==> src/srig_pkg.sv <==
// shared constants for the systematic resampling index generator
// command codes, field widths and parameter defaults; no dependencies
`timescale 1ns / 1ps

package srig_pkg;

	// parameter defaults
	localparam int MAX_PARTICLES_DEF = 128;
	localparam int WEIGHT_BITS_DEF   = 32;

	// fixed field widths
	localparam int CMD_W     = 2;
	localparam int SLOT_W    = 7;
	localparam int WVAL_W    = 32;
	localparam int OFFSET_W  = 16;
	localparam int COUNT_W   = 8;
	localparam int OUT_IDX_W = 7;

	// particle count after reset
	localparam logic [COUNT_W-1:0] COUNT_RESET = 8'd80;

	// command codes
	localparam logic [CMD_W-1:0] CMD_LOAD  = 2'd0;
	localparam logic [CMD_W-1:0] CMD_START = 2'd1;
	localparam logic [CMD_W-1:0] CMD_DRAW  = 2'd2;

endpackage

==> src/srig_mul.sv <==
// shared multiplier of the index generator, product registered
// depends on srig_pkg for the width of the second operand
`timescale 1ns / 1ps

module srig_mul #(
	parameter int A_W = 40
) (
	input  logic                                   clk,
	input  logic [A_W-1:0]                         op_a,
	input  logic [srig_pkg::OFFSET_W-1:0]          op_b,
	output logic [A_W+srig_pkg::OFFSET_W-1:0]      prod_q
);
	import srig_pkg::*;

	localparam int PROD_W = A_W + OFFSET_W;

	always_ff @(posedge clk) begin
		prod_q <= PROD_W'(op_a) * PROD_W'(op_b);
	end

endmodule

==> config.mk <==
export PLATFORM = sky130hd
export DESIGN_NAME = srig_mul
export DESIGN_NICKNAME = d
export VERILOG_FILES = /design/src/srig_pkg.sv /design/src/srig_mul.sv
export SDC_FILE = /design/constraint.sdc
export NUM_CORES = 2
export LEC_CHECK = 0
export ABC_AREA = 0
export BUFFER_PORTS_ARGS = -buffer_cell sky130_fd_sc_hd__buf_2
export CAP_MARGIN = 0
export CORE_MARGIN = 1
export CORE_UTILIZATION = 45
export CTS_CLUSTER_DIAMETER = 40
export DETAILED_ROUTE_END_ITERATION = 16
export PLACE_DENSITY = 0.59
export SLEW_MARGIN = 10
export SYNTH_ARGS = -nofsm -noshare
export SYNTH_HDL_FRONTEND = slang
export SYNTH_SLANG_ARGS = --single-unit
==> constraint.sdc <==
create_clock -name clk -period 6.5 [get_ports clk]
set_input_delay 0.325 -clock clk [delete_from_list [all_inputs] [get_ports clk]]
set_output_delay 0.325 -clock clk [all_outputs]
set_load 0.05 [all_outputs]
==> flow_metrics.py <==
metrics = {
    "finish": {
        "final_cell_mix": "inv_1 (573), fa_1 (530), nand2_1 (484)",
        "final_common_cell": "inv_1",
        "top_register": "prod_q",
        "drive_gt1_share_pct": 11.0,
        "nets": 3248,
        "largest_reg_flops": 56,
        "area_growth_pct": 10.8,
        "reg_top3": "prod_q x56",
    },
    "timing": {
        "slew_headroom_pct": 37.0,
        "grt_setup_unrepaired": "false",
        "hold_viol_final": 0,
        "fmax_ghz": 0.162,
        "worst_pin_slew_ps": 945,
        "fin_tns_setup_ps": 0,
        "min_period_ps": 6160,
        "min_period_over_period_pct": 94.8,
        "finalSetupViolations": 0,
        "maxSlewViolCount": 0,
        "fin_ws_ps": 336,
    },
    "floorplanning": {
        "num_io_pins": 113,
        "floorplan.rows": 78,
        "fp.dieArea_um2": 47800,
        "fp.dieW_um": 219,
        "chipHeight_um": 219,
        "core_um2": 45800,
        "initial_core_util_pct": 46.1,
    },
    "critical_path": {
        "end_kind": "flop",
        "worst_ep_arrival_time_ps": 6400,
        "cp-start-kind": "input pin",
        "cp_max_fo": 19,
        "critical_path_class": "input pin to flop",
        "cp_data_required_time_ps": 6740,
    },
    "clock_tree": {
        "numCtsBuffers": 5,
        "cts_tree": "built",
        "htree_num_levels": 2,
        "postCtsSetupBuffers": 0,
        "root_buffer": "clkbuf_16",
        "cts_buffer_depth": 2,
        "clock-sinks": 56,
        "cts-resized-gates": 0,
        "cts_hold_buf": 0,
        "clkTransAtPathRegs_ps": 100,
    },
    "route": {
        "post-route-drc-count": 0,
        "vias_per_cell": 5.16,
        "routedWlPerCell_um": 17.9,
        "drtIter0Drc": 880,
        "drtAntennaViolNets": 0,
        "dr.pass1.iters": 5,
        "wirelength_mm": 56.3,
        "via_count": 16200,
    },
    "logic_synthesis": {
        "synth_top_family_by_area": "adder cells",
        "synth_compound_area_share_pct": 5.24,
        "ys_seq_elements": 56,
        "synth-simple-area-share_pct": 16.8,
        "synth-seq-area-share_pct": 5.31,
        "ys.flop_type": "dfxtp_1",
        "synth.distinct_cells": 59,
        "synth_xor_area_share_pct": 2.12,
        "syn_area_per_cell_um2": 8.79,
        "syn_area_um2": 21100,
        "synth_top_area_share_pct": 50.3,
        "netlist_instances": 2400,
        "synthMuxAreaShare_pct": 0,
        "synth_fa_ha_area_share_pct": 57.9,
        "yosys.area.top_type": "fa_1",
        "ys_warn_count": 0,
        "ys_top_cells_by_area": "fa_1 (50%), inv_1 (10%), nand2_1 (8.6%), ha_1 (7.6%), and2_1 (6.1%)",
        "synthesis.nets": 3115,
        "synthArstFlopShare_pct": 0,
        "synth_enable_flop_cells": 0,
    },
    "global_routing": {
        "antenna_found_initial": 4,
        "grt_pass1_vias": 17900,
        "grt_overflow_total": 0,
        "grt_max_degree": 41,
        "grt_pass1_wl_mm": 94.0,
        "grt_usage_pct": 25.4,
    },
    "placement": {
        "port_buffers": 112,
        "hpwl_mm": 48.3,
        "pre_cts_ws_ps": -181,
        "gp_congestion": 0.937,
    },
    "status": {
        "run_status": "finished, final reports clean",
    },
    "run": {
        "maxCapViolations": 0,
    },
    "worst_hold_path": {
        "hp-class": "input pin to flop",
    },
}
-- worst max-delay path, cell delays in order --
cell and delay [ps]:
clkbuf_4 300, buf_12 180, buf_4 160, nand2_1 80, fa_1 550, inv_1 50, fa_1 470, inv_1 50
fa_1 490, inv_1 50, fa_1 530, inv_1 50, fa_1 460, fa_1 500, inv_1 40, ha_1 310
a21oi_1 190, o21ai_0 150, a211oi_1 280, o21bai_1 150, a221oi_1 350, o21ai_0 160, a21oi_1 200, o21ai_0 130
xor2_1 150
-- cell usage after synthesis, types with 5 or more instances --
master	instances
clkbuf_1	114
o21ai_0	28
xor2_1	20
xnor2_1	31
a21o_1	19
ha_1	128
fa_1	530
nor2_1	27
inv_1	573
a21oi_1	57
nand3_1	9
buf_4	5
nor3_1	7
and2_1	205
dfxtp_1	56
o21bai_1	9
a31oi_1	10
nand2_1	484
nand4_1	20
-- per-stage QoR --
stage	instance area (um^2)	hold slack [ps]	util [%]	instances
final	23400	394	51.1	3135
after global routing	23400	431	51.1	3134
after CTS	23400	393	51.0	3134
after detailed placement	23200	776	50.7	3126
after global placement	23200	783	50.7	3126
after floorplan	21100	452	-	2400
-- layer usage --
layer	share of wire [%]	vias up	wire [um]	global-route usage (%)
met4	2.3	4	1320	7.20
met2	50	461	28300	44.2
met1	42	8403	23600	33.1
met5	0.052	-	29	0
li1	-	7211	-	-
met3	5.4	88	3020	2.92
-- final timing paths --
| check | from | end | slack (ps) | cells after the start |
|---|---|---|---|---|
| worst min-delay path | op_a[0] | prod_q[0] | 390 | 3 |
| worst max-delay path | op_b[4] | prod_q[54] | 340 | 25 |
-- final cells by class --
type	instances	area [um^2]
clock inverters	3	25.0
flip-flops and latches	56	1120
fillers	4377	22400
repair buffers	252	1890
multi-input cells	1645	17300
inverters	573	2150
clock buffers	5	125
diodes	1	2.50
well taps	600	751
-- logic make-up (layout without fill, tap and decap cells) --
kind of cell,count (synthesis),after routing
buffers and inverters,699,833
other,0,1
DFF,56,56
adders and majority gates,658,658
xor gates and xnor gates,51,51
AOI/OAI and AO/OA,166,166
and+or+nand+nor,770,770
Power is left out: the tool's default activity adds up to more than one toggle a clock period on the data nets, which glitch-free logic cannot reach.
